**src/hdl/pfs_pkg.sv**
```systemverilog
// Shared types, codes and helpers for the protobuf field serializer.
package pfs_pkg;

    localparam int COUNT_WIDTH_DEF = 32;
    localparam int VALUE_W         = 64;
    localparam int TAG_W           = 29;
    localparam int TAG_WORD_W      = 32;
    localparam int GROUP_W         = 7;
    localparam int TOTAL_W         = 32;
    localparam int IN_TDATA_W      = 104;
    localparam int OUT_TDATA_W     = 40;
    localparam int PADDR_W         = 3;

    localparam logic [1:0] CMD_VARINT = 2'd0;
    localparam logic [1:0] CMD_FIELD  = 2'd1;
    localparam logic [1:0] CMD_STRING = 2'd2;
    localparam logic [1:0] CMD_RAW    = 2'd3;

    localparam logic [2:0] WIRE_VARINT = 3'd0;
    localparam logic [2:0] WIRE_LEN    = 3'd2;

    // word index of the count_only register (paddr[2])
    localparam logic REG_COUNT_ONLY = 1'b0;

    typedef enum logic [3:0] {
        ST_IDLE = 4'b0001,
        ST_TAG  = 4'b0010,
        ST_VAL  = 4'b0100,
        ST_RAW  = 4'b1000
    } pfs_state_t;

    typedef struct packed {
        logic load_tag;      // shifter <= tag word, hold <= value
        logic load_val_in;   // shifter <= incoming value
        logic load_val_hold; // shifter <= held value
        logic shift;         // shifter >>= 7
    } pfs_ctl_t;

    typedef struct packed {
        logic       valid;
        logic       last;
        logic [7:0] data;
    } pfs_emit_t;

    function automatic logic [TAG_WORD_W-1:0] tag_word(input logic [TAG_W-1:0] tag,
                                                       input logic [1:0] cmd);
        logic [2:0] wire_type;
        wire_type = (cmd == CMD_STRING) ? WIRE_LEN : WIRE_VARINT;
        return {tag, wire_type};
    endfunction

endpackage

```
**src/hdl/protobuf_field_serializer.sv**
```systemverilog
// Flow: an accepted item loads the shifter or raw register; its bytes are then
// registered in the output slot. Throughput: one byte per cycle unless the output
// stalls, a rate set by the one shared 7-bit group shifter. Input waits until all
// N bytes of an item are emitted: raw byte 1, bare varint 1..10, field or header 2..15.
// Reset (rst_n, async, low) clears the byte counter, count_only and the sequencer.
module protobuf_field_serializer
    import pfs_pkg::*;
#(
    parameter int COUNT_WIDTH = COUNT_WIDTH_DEF
)
(
    input  logic                   clk,
    input  logic                   rst_n,
    input  logic                   s_axis_tvalid,
    output logic                   s_axis_tready,
    // tag_number[28:0], value[92:29], data_byte[100:93], zero pad
    input  logic [IN_TDATA_W-1:0]  s_axis_tdata,
    // cmd[1:0]
    input  logic [1:0]             s_axis_tuser,
    output logic                   m_axis_tvalid,
    input  logic                   m_axis_tready,
    // out_byte[7:0], byte_total[39:8]
    output logic [OUT_TDATA_W-1:0] m_axis_tdata,
    // sent[0]
    output logic                   m_axis_tuser,
    output logic                   m_axis_tlast,
    input  logic                   psel,
    input  logic                   penable,
    input  logic                   pwrite,
    input  logic [PADDR_W-1:0]     paddr,
    input  logic [31:0]            pwdata,
    output logic [31:0]            prdata,
    output logic                   pready
);

    logic [TAG_W-1:0]       tag_number;
    logic [VALUE_W-1:0]     value;
    logic [7:0]             data_byte;
    logic [1:0]             cmd;
    pfs_ctl_t               ctl;
    pfs_emit_t              emit;
    logic [7:0]             grp_byte;
    logic                   more;
    logic                   adv;

    logic                   count_only_reg;
    logic                   count_only_next;
    logic [COUNT_WIDTH-1:0] count_reg;
    logic [COUNT_WIDTH-1:0] count_next;
    logic                   o_valid_reg;
    logic                   o_valid_next;
    logic                   o_last_reg;
    logic                   o_last_next;
    logic                   o_sent_reg;
    logic                   o_sent_next;
    logic [7:0]             o_byte_reg;
    logic [7:0]             o_byte_next;
    logic [TOTAL_W-1:0]     o_total_reg;
    logic [TOTAL_W-1:0]     o_total_next;

    assign cmd        = s_axis_tuser;
    assign tag_number = s_axis_tdata[TAG_W-1:0];
    assign value      = s_axis_tdata[TAG_W+VALUE_W-1:TAG_W];
    assign data_byte  = s_axis_tdata[TAG_W+VALUE_W+7:TAG_W+VALUE_W];

    // the output slot takes a new byte when empty or being drained
    assign adv = !o_valid_reg || m_axis_tready;

    pfs_seq u_seq (
        .clk       (clk),
        .rst_n     (rst_n),
        .in_valid  (s_axis_tvalid),
        .in_ready  (s_axis_tready),
        .cmd       (cmd),
        .data_byte (data_byte),
        .adv       (adv),
        .grp_byte  (grp_byte),
        .more      (more),
        .ctl       (ctl),
        .emit      (emit)
    );

    pfs_varint_unit u_varint (
        .clk      (clk),
        .rst_n    (rst_n),
        .ctl      (ctl),
        .tag_in   (tag_word(tag_number, cmd)),
        .value_in (value),
        .grp_byte (grp_byte),
        .more     (more)
    );

    // configuration port
    assign pready = 1'b1;
    assign prdata = (paddr[2] == REG_COUNT_ONLY) ? {31'd0, count_only_reg} : 32'd0;

    always_comb
    begin
        count_only_next = count_only_reg;
        if (psel && penable && pwrite && pready && paddr[2] == REG_COUNT_ONLY)
        begin
            count_only_next = pwdata[0];
        end
    end

    // output register and running byte count
    always_comb
    begin
        count_next   = count_reg;
        o_valid_next = o_valid_reg;
        o_last_next  = o_last_reg;
        o_sent_next  = o_sent_reg;
        o_byte_next  = o_byte_reg;
        o_total_next = o_total_reg;
        if (adv)
        begin
            o_valid_next = emit.valid;
            if (emit.valid)
            begin
                count_next   = count_reg + COUNT_WIDTH'(1);
                o_last_next  = emit.last;
                o_sent_next  = !count_only_reg;
                o_byte_next  = emit.data;
                o_total_next = TOTAL_W'(count_next);
            end
        end
    end

    always_ff @(posedge clk or negedge rst_n)
    begin
        if (!rst_n)
        begin
            count_only_reg <= 1'b0;
            count_reg      <= '0;
            o_valid_reg    <= 1'b0;
        end
        else
        begin
            count_only_reg <= count_only_next;
            count_reg      <= count_next;
            o_valid_reg    <= o_valid_next;
        end
    end

    always_ff @(posedge clk)
    begin
        o_last_reg  <= o_last_next;
        o_sent_reg  <= o_sent_next;
        o_byte_reg  <= o_byte_next;
        o_total_reg <= o_total_next;
    end

    assign m_axis_tvalid = o_valid_reg;
    assign m_axis_tlast  = o_last_reg;
    assign m_axis_tuser  = o_sent_reg;
    assign m_axis_tdata  = {o_total_reg, o_byte_reg};

`ifndef SYNTHESIS
    a_busy_mid_item: assert property (@(posedge clk) disable iff (!rst_n)
        o_valid_reg && !o_last_reg |-> !s_axis_tready)
        else $error("input taken while an item is still being emitted");
`endif

endmodule

```
**src/hdl/pfs_varint_unit.sv**
```systemverilog
// Shared 7-bit group shifter that walks a tag or value out as varint bytes.
module pfs_varint_unit
    import pfs_pkg::*;
(
    input  logic                  clk,
    input  logic                  rst_n,
    input  pfs_ctl_t              ctl,
    input  logic [TAG_WORD_W-1:0] tag_in,
    input  logic [VALUE_W-1:0]    value_in,
    output logic [7:0]            grp_byte,
    output logic                  more
);

    logic [VALUE_W-1:0] shift_reg;
    logic [VALUE_W-1:0] shift_next;
    logic [VALUE_W-1:0] hold_reg;
    logic [VALUE_W-1:0] hold_next;

    assign more     = |shift_reg[VALUE_W-1:GROUP_W];
    assign grp_byte = {more, shift_reg[GROUP_W-1:0]};

    always_comb
    begin
        shift_next = shift_reg;
        hold_next  = hold_reg;
        if (ctl.load_tag)
        begin
            shift_next = VALUE_W'(tag_in);
            hold_next  = value_in;
        end
        else if (ctl.load_val_in)
        begin
            shift_next = value_in;
        end
        else if (ctl.load_val_hold)
        begin
            shift_next = hold_reg;
        end
        else if (ctl.shift)
        begin
            shift_next = shift_reg >> GROUP_W;
        end
    end

    always_ff @(posedge clk or negedge rst_n)
    begin
        if (!rst_n)
        begin
            shift_reg <= '0;
            hold_reg  <= '0;
        end
        else
        begin
            shift_reg <= shift_next;
            hold_reg  <= hold_next;
        end
    end

endmodule

```
**src/hdl/pfs_seq.sv**
```systemverilog
// Command sequencer: steps the shared shifter and picks each emitted byte.
module pfs_seq
    import pfs_pkg::*;
(
    input  logic       clk,
    input  logic       rst_n,
    input  logic       in_valid,
    output logic       in_ready,
    input  logic [1:0] cmd,
    input  logic [7:0] data_byte,
    input  logic       adv,
    input  logic [7:0] grp_byte,
    input  logic       more,
    output pfs_ctl_t   ctl,
    output pfs_emit_t  emit
);

    pfs_state_t state_reg;
    pfs_state_t state_next;
    logic [7:0] raw_reg;
    logic [7:0] raw_next;

    assign in_ready = (state_reg == ST_IDLE);

    always_comb
    begin
        state_next = state_reg;
        raw_next   = raw_reg;
        ctl        = '0;
        emit       = '0;
        case (state_reg)
            ST_IDLE:
            begin
                if (in_valid)
                begin
                    case (cmd) inside
                        CMD_VARINT:
                        begin
                            ctl.load_val_in = 1'b1;
                            state_next      = ST_VAL;
                        end
                        CMD_FIELD, CMD_STRING:
                        begin
                            ctl.load_tag = 1'b1;
                            state_next   = ST_TAG;
                        end
                        default:
                        begin
                            raw_next   = data_byte;
                            state_next = ST_RAW;
                        end
                    endcase
                end
            end
            ST_TAG:
            begin
                if (adv)
                begin
                    emit.valid = 1'b1;
                    emit.data  = grp_byte;
                    if (more)
                    begin
                        ctl.shift = 1'b1;
                    end
                    else
                    begin
                        ctl.load_val_hold = 1'b1;
                        state_next        = ST_VAL;
                    end
                end
            end
            ST_VAL:
            begin
                if (adv)
                begin
                    emit.valid = 1'b1;
                    emit.data  = grp_byte;
                    if (more)
                    begin
                        ctl.shift = 1'b1;
                    end
                    else
                    begin
                        emit.last  = 1'b1;
                        state_next = ST_IDLE;
                    end
                end
            end
            ST_RAW:
            begin
                if (adv)
                begin
                    emit.valid = 1'b1;
                    emit.last  = 1'b1;
                    emit.data  = raw_reg;
                    state_next = ST_IDLE;
                end
            end
            default:
            begin
                state_next = ST_IDLE;
            end
        endcase
    end

    always_ff @(posedge clk or negedge rst_n)
    begin
        if (!rst_n)
        begin
            state_reg <= ST_IDLE;
            raw_reg   <= '0;
        end
        else
        begin
            state_reg <= state_next;
            raw_reg   <= raw_next;
        end
    end

`ifndef SYNTHESIS
    a_last_to_idle: assert property (@(posedge clk) disable iff (!rst_n)
        emit.valid && emit.last |=> state_reg == ST_IDLE)
        else $error("sequencer busy after last byte");

    a_tag_to_val: assert property (@(posedge clk) disable iff (!rst_n)
        state_reg == ST_TAG && adv && !more |=> state_reg == ST_VAL)
        else $error("tag end did not start value");

    a_cont_bit: assert property (@(posedge clk) disable iff (!rst_n)
        emit.valid && (state_reg == ST_TAG || state_reg == ST_VAL)
            |-> emit.data[7] == !(emit.last || state_reg == ST_TAG && !more))
        else $error("continuation bit mismatch");
`endif

endmodule

```
**config.mk**
```make
export PLATFORM = sky130hd
export DESIGN_NAME = protobuf_field_serializer
export DESIGN_NICKNAME = d
export VERILOG_FILES = /design/src/hdl/pfs_pkg.sv /design/src/hdl/protobuf_field_serializer.sv /design/src/hdl/pfs_varint_unit.sv /design/src/hdl/pfs_seq.sv
export SDC_FILE = /design/constraint.sdc
export NUM_CORES = 1
export LEC_CHECK = 0
export ABC_AREA = 1
export ABC_CLOCK_PERIOD_IN_PS = 6000
export BUFFER_PORTS_ARGS = -buffer_cell sky130_fd_sc_hd__clkbuf_2
export CAP_MARGIN = 10
export CORE_AREA = 2 2 158 160
export CTS_CLUSTER_DIAMETER = 40
export CTS_CLUSTER_SIZE = 20
export DETAILED_ROUTE_END_ITERATION = 6
export DIE_AREA = 0 0 160 162
export PLACE_DENSITY = 0.73
export SLEW_MARGIN = 25
export SYNTH_ARGS = -nofsm -noshare
export SYNTH_HDL_FRONTEND = slang
export SYNTH_SLANG_ARGS = --single-unit
```
**constraint.sdc**
```tcl
create_clock -name clk -period 6 [get_ports clk]
set_input_delay 1.2 -clock clk [delete_from_list [all_inputs] [get_ports clk]]
set_output_delay 1.2 -clock clk [all_outputs]
set_load 0.02 [all_outputs]
```
==> results.cfg, run 1 <==
[status]
status = completed

[power_and_ir_drop]
peakVddDrop_mv = 0.293
p_per_area_mw_per_mm2 = 481
leakage_nw = 6.89
finalPower_w = 0.00643

[critical_path]
cp_max_fo = 95
critPathBufInv = 2
required_ns = 6.40
critPathCapture = u_varint.shift_reg[37]
crit_start = m_axis_tready
reg2reg_to = u_varint.shift_reg[37]
setup.worst_path.start_class = input port
crit_family = simple AND/OR/NAND/NOR gates
cp_num_cells = 10
crit_chain = clkbuf_2 -> nor2_1 -> nor2_4 -> nand3_4 -> buf_4 -> nand2_2 -> nor2_4 -> nor2_4 -> nand2_1 -> nand2_1
cp.arrival_ns = 4.23
worstSetupEndpointType = flop
r2r_start = m_axis_tvalid
ff2ff_path_depth = 10
cpMostUsedCell = nor2_4
critPathSlowestCell = buf_4
crit_type = in2reg
rrSetupSlack_ns = 2.50
cp_slowest_stage_delay_ns = 0.72

[logic_synthesis]
synth.mux.area_fraction_pct = 0.788
synth_top_area_share_pct = 37.9
synth_fa_ha_area_share_pct = 0.438
ys.flop_type = dfrtp_1
synth_compound_area_share_pct = 5.26
yosysUniqueCellTypes = 32
synth_edf_count = 42
yosys.area_share.simple_pct = 32.0
yosys.cell_count.top_type = nand2_1
ys_seq_elements = 216
synth_top_area_cell = dfrtp_1
async_flop_share_pct = 80.6
yosysWarnings = 0
ys_top_cells_by_area = dfrtp_1 38%, nand2_1 18%, edfxtp_1 11%
syn_area_sq_mm = 0.0114
synth_top_family_by_area = simple AND/OR/NAND/NOR gates
yosysSeqAreaShare_pct = 49.1
synth.avg_cell_area_sq_um = 7.55
synthXorXnorAreaFrac_pct = 2.15
synth_top_cells_by_count = 545 x nand2_1, 243 x nor2_1, 173 x dfrtp_1
syn_inst = 1514

[floorplan]
ios = 225
die_x_microns = 160
die_y_microns = 162
rows = 57
start_util_pct = 47.4
core-area_sq_mm = 0.0241
die_area_sq_mm = 0.0259

[finish]
drive_gt1_share_pct = 15.0
syn2layout_area_growth_pct = 17.0
multi_input_area_sq_mm = 0.00479
final_util_pct = 55.5
n_antenna_cell = 0
layout.nets = 1796
n_fill_cell = 2304
ff_latch_area_sq_mm = 0.00562

[grt]
gr-usage-met2_pct = 35.5
grt_start_max_net_pins = 119
first_global_vias = 9513
grtUsageTotal_pct = 21.1
met3_usage_pct = 3.40
antenna_found_initial = 0
busiest_layer = met2
overflow = 0
gr-usage-met1_pct = 28.2
grt_pass1_wl_microns = 45200

[sta]
max_freq_mhz = 262
fin_crit_ns = 3.82
fin_crit_sh_pct = 63.7
drv_slew = 0
rsz0062_at_grt = no
hold_viol = 0
worst_slew_pin_slew_ns = 1.00
fin_tns_setup_ns = 0
slew_headroom_pct = 32.9
setup_viol = 0
final.setup_skew_ns = 0.0145

[cts]
cts_buffers = 36
cts_tree = done
insertion_delay_ns = 0.52
cts.sinks = 216
h-tree-depth = 2
post_cts_buffers = 0
postCtsHoldBufs = 0
cts_resized = 0
path_clk_slew_ns = 0.05
root_buffer = clkbuf_16
clockBufferDepth = 3

[routing]
num_vias = 9768
antenna_left = 0
drt_first_iter_violations = 534
post-route-drc-count = 0
drt-total-wl_microns = 26900
drt_first_pass_iters = 5
avgRoutedWirePerCell_microns = 13.5
vias_per_cell = 4.90

[placed_design]
place_hpwl_microns = 18100
gp_congestion = 0.876
port_buffers = 156

[job]
drv_cap = 0

[worst_hold_path]
hp-class = reg2reg
-- logic make-up after synthesis --
logic type      Yosys count
simple gates            904
fa+ha+maj                 4
flops                   216
other cells               2
xor+xnor                 28
compound gates          112
buf+inv                 240
mux                       8
-- through the flow --
stage,hold slack (ns),area [sq um],worst slack (ns),cells
final,0.479,13400,2.18,1993
after global routing,0.503,13400,1.88,1993
after CTS,0.480,13400,2.13,1993
after detailed placement,0.466,12200,1.60,1930
after global placement,0.463,12200,1.61,1930
after floorplan,0.449,11500,3.31,1544
-- worst reg2reg max path, stage by stage, from the launching register on --
cell     delay (ns)
dfrtp_1        0.40
inv_1          0.06
nor2_1         0.50
nor2_4         0.31
nand3_4        0.18
buf_4          0.72
nand2_2        0.13
nor2_4         0.62
nor2_4         0.28
nand2_1        0.15
nand2_1        0.06
-- per-layer routing --
| metal | vias to the layer above | routed length, microns |
|---|---|---|
| li1 | 4921 | - |
| met1 | 4517 | 12000 |
| met2 | 279 | 12800 |
| met3 | 51 | 1490 |
| met4 | 0 | 620 |
| met5 | - | 0 |
-- how the worst min path moves through the flow --
stage	endpoint	slack (ns)	cells past startpoint	start
after global placement	u_varint.hold_reg[59]	0.46	2	u_varint.hold_reg[59]
after detailed placement	u_varint.hold_reg[29]	0.47	2	u_varint.hold_reg[29]
after global routing	u_varint.hold_reg[30]	0.50	2	u_varint.hold_reg[30]
final	u_varint.hold_reg[16]	0.48	2	u_varint.hold_reg[16]
after CTS	u_varint.hold_reg[29]	0.48	2	u_varint.hold_reg[29]
after floorplan	u_varint.hold_reg[59]	0.45	2	u_varint.hold_reg[59]
-- where the power goes --
group          switching [W]  internal, W  total [W]
clock network       0.000762      0.00124    0.00200
registers           0.000329      0.00210    0.00243
logic                0.00135     0.000645    0.00200
-- placed cells by master (no fill, tap or decap), types with 36 or more instances in the layout --
cell type / count
dfrtp_1: 173
edfxtp_1: 42
nor2_1: 241
nand4_1: 40
nand2_1: 545
nand3_1: 43
clkbuf_16: 36
o21ai_0: 69
clkbuf_2: 155
inv_1: 135
-- layout make-up --
| type | instances | area share, % |
|---|---|---|
| flip-flops and latches | 216 | 42.0 |
| multi-input cells | 1088 | 35.8 |
| well taps | 324 | 3.03 |
| repair buffers | 165 | 6.49 |
| clock inverters | 22 | 1.77 |
| clock buffers | 41 | 7.03 |
| inverters | 137 | 3.86 |
Note: power is estimated with default switching activity, not from simulation.
==> run 2: changes to the inputs <==
Settings changed: ABC_CLOCK_PERIOD_IN_PS 6000 to 3200, PLACE_DENSITY 0.73 to 0.76.
Clock period 6 ns to 3.2 ns, I/O delays scaled along.
==> results.cfg, run 2 (synthesized netlist as in run 1, its figures left out) <==
[status]
status = completed

[sta]
fin_crit_sh_pct = 79.7
worst_slew_pin_slew_ns = 0.685
final.setup_skew_ns = 0.0298
drv_slew = 0
max_freq_mhz = 392
slew_headroom_pct = 54.2
setup_viol = 0
fin_tns_setup_ns = 0
rsz0062_at_grt = no
hold_viol = 0
fin_crit_ns = 2.55

[routing]
vias_per_cell = 4.91
antenna_left = 0
num_vias = 9840
drt-total-wl_microns = 27100
drt_first_pass_iters = 7
top_layer_used = met5
wl_met3_microns = 1440
post-route-drc-count = 0
avgRoutedWirePerCell_microns = 13.5
wl_met2_microns = 12900
drt_first_iter_violations = 615
wl_met1_microns = 12000

[cts]
clockBufferDepth = 3
postCtsHoldBufs = 0
root_buffer = clkbuf_16
cts_tree = done
post_cts_buffers = 0
cts_resized = 0
h-tree-depth = 2
path_clk_slew_ns = 0.06
cts_buffers = 34
insertion_delay_ns = 0.52
cts.sinks = 216

[grt]
overflow = 0
first_global_vias = 9319
antenna_found_initial = 2
grtUsageTotal_pct = 21.1
grt_start_max_net_pins = 128
grt_pass1_wl_microns = 45100

[floorplan]
start_util_pct = 47.4
die_area_sq_mm = 0.0259
die_y_microns = 162
core-area_sq_mm = 0.0241
rows = 57
ios = 225
die_x_microns = 160

[power_and_ir_drop]
switching_share_pct = 37.2
peakVddDrop_mv = 0.435
pwr-share-seq_pct = 37.2
p_int_w = 0.00765
p_switching_w = 0.00453
p_per_area_mw_per_mm2 = 901
pwr-share-comb_pct = 31.9
p_clk_share_pct = 30.9
leakage_nw = 6.98

[placed_design]
port_buffers = 156
place_hpwl_microns = 18600
gp_congestion = 0.853
placed_area_sq_mm = 0.0123

[critical_path]
ff2ff_path_depth = 13
cp_num_cells = 13
cp_slowest_stage_delay_ns = 0.42
critPathBufInv = 3
setup.worst_path.start_class = flop
worstSetupEndpointType = flop
crit_start = u_seq.state_reg[2]
crit_chain = nor2_1 -> nand2_1 -> nor2_4 -> nand2_2 -> nor2_4 -> buf_4 -> inv_2 -> buf_4 -> nor2_1 -> a21oi_1 -> nand2_1 -> nor2_1 -> nor2_1
critPathSlowestCell = dfrtp_1
critPathCapture = u_varint.shift_reg[1]
cp.arrival_ns = 2.98
required_ns = 3.63
cp_max_fo = 34
crit_type = reg2reg
rrSetupSlack_ns = 0.65
r2r_start = u_seq.state_reg[2]
crit_family = simple AND/OR/NAND/NOR gates
reg2reg_to = u_varint.shift_reg[1]
cpMostUsedCell = nor2_1

[finish]
n_fill_cell = 2277
layout_commonest_cell = nand2_1
layout.nets = 1808
drive_gt1_share_pct = 15.4
syn2layout_area_growth_pct = 18.3
multi_input_area_sq_mm = 0.00477
final_cell_area_sq_mm = 0.0135
ff_latch_area_sq_mm = 0.00562
final_cell_mix = 545 x nand2_1, 241 x nor2_1, 173 x dfrtp_1, 155 x clkbuf_2, 135 x inv_1

[job]
drv_cap = 0

[worst_hold_path]
hp-class = in2async
## run 2: per-layer routing
metal  track usage, %  vias up
li1                 -     4960
met1             28.0     4560
met2             35.2      267
met3             4.01       51
met4             6.96        2
met5                0        -
## run 2: area by class of cell
| cell class | instances | area share (%) |
|---|---|---|
| Inverter | 137 | 3.81 |
| Clock inverter | 20 | 1.98 |
| Sequential cell | 216 | 41.5 |
| Antenna cell | 1 | 0.0185 |
| Multi-Input combinational cell | 1088 | 35.3 |
| Clock buffer | 41 | 6.79 |
| Timing Repair Buffer | 179 | 7.56 |
| Tap cell | 324 | 3.00 |
## run 2: power groups by stage
stage | sequential, W | clock (W) | combinational (W)
after floorplan | 0.00460 | 0 | 0.00279
after global routing | 0.00466 | 0.00396 | 0.00445
after detailed placement | 0.00457 | 0 | 0.00386
after global placement | 0.00453 | 0 | 0.00376
final | 0.00454 | 0.00377 | 0.00388
after CTS | 0.00453 | 0.00383 | 0.00390
## run 2: metrics by stage
step           hold WS, ns  instances  setup WS, ns  util (%)  total power [W]
2_1_floorplan        0.344       1544          1.14         -          0.00739
3_3_place_gp         0.462       1944         0.533      51.2          0.00829
3_5_place_dp         0.465       1944         0.501      51.2          0.00843
4_1_cts              0.117       2005         0.652      56.1           0.0123
5_1_grt              0.145       2005         0.381      56.1           0.0131
6_report             0.110       2006         0.649      56.1           0.0122
## run 2: worst min-delay path by stage
stage                           from               endpoint
2_1_floorplan                  rst_n         count_only_reg
3_3_place_gp   u_varint.hold_reg[59]  u_varint.hold_reg[59]
3_5_place_dp    u_varint.hold_reg[5]   u_varint.hold_reg[5]
4_1_cts                        rst_n          count_reg[10]
5_1_grt                        rst_n           count_reg[9]
6_report                       rst_n           count_reg[9]
==> run 3: changes to the inputs <==
Settings changed: ABC_AREA 1 to 0, ABC_CLOCK_PERIOD_IN_PS 3200 to 2490, CORE_AREA 2 2 158 160 to 2 2 156 158, DIE_AREA 0 0 160 162 to 0 0 158 160, PLACE_DENSITY 0.76 to 0.73.
Clock period 3.2 ns to 2.49 ns, I/O delays scaled along.
==> results.cfg, run 3 <==
[status]
status = completed

[sta]
fin_tns_setup_ns = 0
drv_slew = 0
worst_slew_pin_slew_ns = 0.969
max_freq_mhz = 407
setup_viol = 0
fin_crit_sh_pct = 98.7
final.setup_skew_ns = 0.0219
hold_viol = 0
rsz0062_at_grt = yes
worst_slack_ns = 0.0329
fin_crit_ns = 2.46
slew_headroom_pct = 35.0

[grt]
first_global_vias = 8749
grt_pass1_wl_microns = 43600
antenna_found_initial = 0
overflow = 0
grt_start_max_net_pins = 65
grtUsageTotal_pct = 21.3

[cts]
root_buffer = clkbuf_16
path_clk_slew_ns = 0.06
cts.sinks = 216
cts_tree = done
insertion_delay_ns = 0.57
cts_buffers = 31
h-tree-depth = 1
clockBufferDepth = 3

[worst_hold_path]
hp-class = in2reg
whs_path_depth = 3
hold_start = s_axis_tdata[75]
hold_end = u_varint.hold_reg[46]

[critical_path]
worstSetupEndpointType = flop
required_ns = 2.92
crit_family = simple AND/OR/NAND/NOR gates
critPathSlowestCell = dfrtp_1
setup.worst_path.start_class = flop
critPathBufInv = 1
crit_type = reg2reg
cp_slowest_stage_delay_ns = 0.45
reg2reg_to = u_varint.shift_reg[38]
cp.arrival_ns = 2.89
rrSetupSlack_ns = 0.03
ff2ff_path_depth = 6
r2r_start = u_varint.shift_reg[14]
cp_max_fo = 28
crit_chain = nor4_1 -> nand3_1 -> nor4_4 -> mux2i_4 -> buf_12 -> mux2_2

[logic_synthesis]
syn_area_sq_mm = 0.0111
synth_edf_count = 42
ys_seq_elements = 216
synth_top_area_cell = dfrtp_1
synth_top_area_share_pct = 38.9
async_flop_share_pct = 80.6
yosys.cell_count.top_type = nand2_1
yosysSeqAreaShare_pct = 50.5
ys.flop_type = dfrtp_1
yosysWarnings = 0
synth_top_cells_by_count = 195 x nand2_1, 173 x dfrtp_1, 79 x nor2_1
yosysUniqueCellTypes = 47
ys_top_cells_by_area = dfrtp_1 39%, edfxtp_1 11%, nand2_1 6.6%
syn_inst = 1146
synth.avg_cell_area_sq_um = 9.71

[routing]
post-route-drc-count = 0
avgRoutedWirePerCell_microns = 16.2
antenna_left = 0
num_vias = 8930
vias_per_cell = 5.34
drt_first_iter_violations = 475
drt_first_pass_iters = 4
drt-total-wl_microns = 27000

[placed_design]
dpl_worst_slack_ns = -0.0189
gp_congestion = 0.858
place_hpwl_microns = 17900
port_buffers = 156
dp_cells = 1607

[finish]
layout.nets = 1474
syn2layout_area_growth_pct = 23.5
n_antenna_cell = 0
multi_input_area_sq_mm = 0.00486
n_fill_cell = 2095
layout_commonest_cell = nand2_1
ff_latch_area_sq_mm = 0.00562
final_cell_mix = 195 x nand2_1, 172 x dfrtp_1, 155 x clkbuf_2, 78 x nor2_1, 67 x inv_1
stdcell_count = 1671
final_util_pct = 57.7
drive_gt1_share_pct = 27.5

[power_and_ir_drop]
p_per_area_mw_per_mm2 = 1120
leakage_nw = 6.35
peakVddDrop_mv = 0.559

[floorplan]
die_x_microns = 158
start_util_pct = 46.7
core-area_sq_mm = 0.0238
rows = 57
ios = 225
die_y_microns = 160
die_area_sq_mm = 0.0253

[job]
drv_cap = 0
[run 3: cell count changes after synthesis, moves of 24 or more]
cell	before	now
a21o_1	0	31
a21oi_1	32	8
a31oi_1	0	30
a41oi_1	0	30
clkbuf_1	28	61
inv_1	135	68
mux2_2	8	36
mux2i_1	0	31
nand2_1	545	195
nor2_1	243	79
o221a_2	0	30
o22ai_1	1	27
xnor2_1	4	40
[run 3: how the worst max path moves through the flow]
stage                     cells after the start  slack [ns]                   start                      to
after floorplan                               8        0.10      u_seq.state_reg[1]           count_reg[15]
after global placement                        7       -0.04  u_varint.shift_reg[39]  u_varint.shift_reg[53]
after detailed placement                      7       -0.02  u_varint.shift_reg[39]  u_varint.shift_reg[38]
after CTS                                     4       0.003      u_seq.state_reg[1]           s_axis_tready
after global routing                          7       -0.04  u_varint.shift_reg[39]  u_varint.shift_reg[38]
final                                         6        0.03  u_varint.shift_reg[14]  u_varint.shift_reg[38]
[run 3: layer usage]
metal | routed length, microns | GRT usage (%) | vias up
met5 | 0 | 0 | -
met4 | 764 | 7.70 | 0
met1 | 11900 | 28.5 | 4293
met3 | 1440 | 3.58 | 57
met2 | 12900 | 34.9 | 263
li1 | - | - | 4317
[run 3: area by class of cell]
class	instances	area share (%)
clock inverters	27	2.12
flip-flops and latches	216	40.9
inverters	68	1.86
well taps	324	2.95
repair buffers	232	11.1
multi-input cells	773	35.4
clock buffers	31	5.65
[run 3: worst register-to-register path, stage by stage, from the launching register on]
cell	delay [ns]
dfrtp_1	0.45
nor4_1	0.38
nand3_1	0.19
nor4_4	0.38
mux2i_4	0.32
buf_12	0.23
mux2_2	0.38
[run 3: per-stage QoR]
stage / hold WS (ns) / total power, W / cell area (sq um)
floorplan: 0.202 / 0.00902 / 11200
global placement: 0.458 / 0.0105 / 12500
detailed placement: 0.462 / 0.0107 / 12500
CTS: 0.130 / 0.0153 / 13600
global route: 0.146 / 0.0163 / 13700
finish: 0.150 / 0.0154 / 13700
[run 3: logic make-up after synthesis]
| family | after synthesis | synth area share [%] |
|---|---|---|
| XOR/XNOR | 63 | 4.96 |
| flip-flops | 216 | 50.5 |
| AND/OR/NAND/NOR | 368 | 14.4 |
| adder cells (fa/ha/maj) | 4 | 0.450 |
| buffers and inverters | 187 | 7.75 |
| AO/OA/AOI/OAI | 239 | 15.4 |
| other | 2 | 0.0675 |
| multiplexers | 67 | 6.43 |
[run 3: what timing repair did]
item | 4_1_cts | 5_1_grt
hold buffers | 1 | 0
gates resized for setup | 5 | 11
gates cloned | 0 | 1
setup endpoints to repair | 40 | 66
pin swaps | 1 | 2
endpoints found under the hold margin | 51 | 0
buffers inserted | 0 | 4
[run 3: power by group]
group,switching (W),total [W],internal [W]
sequential,0.000768,0.00560,0.00483
clock,0.00185,0.00444,0.00259
combinational,0.00277,0.00533,0.00256
total,0.00539,0.0154,0.00997
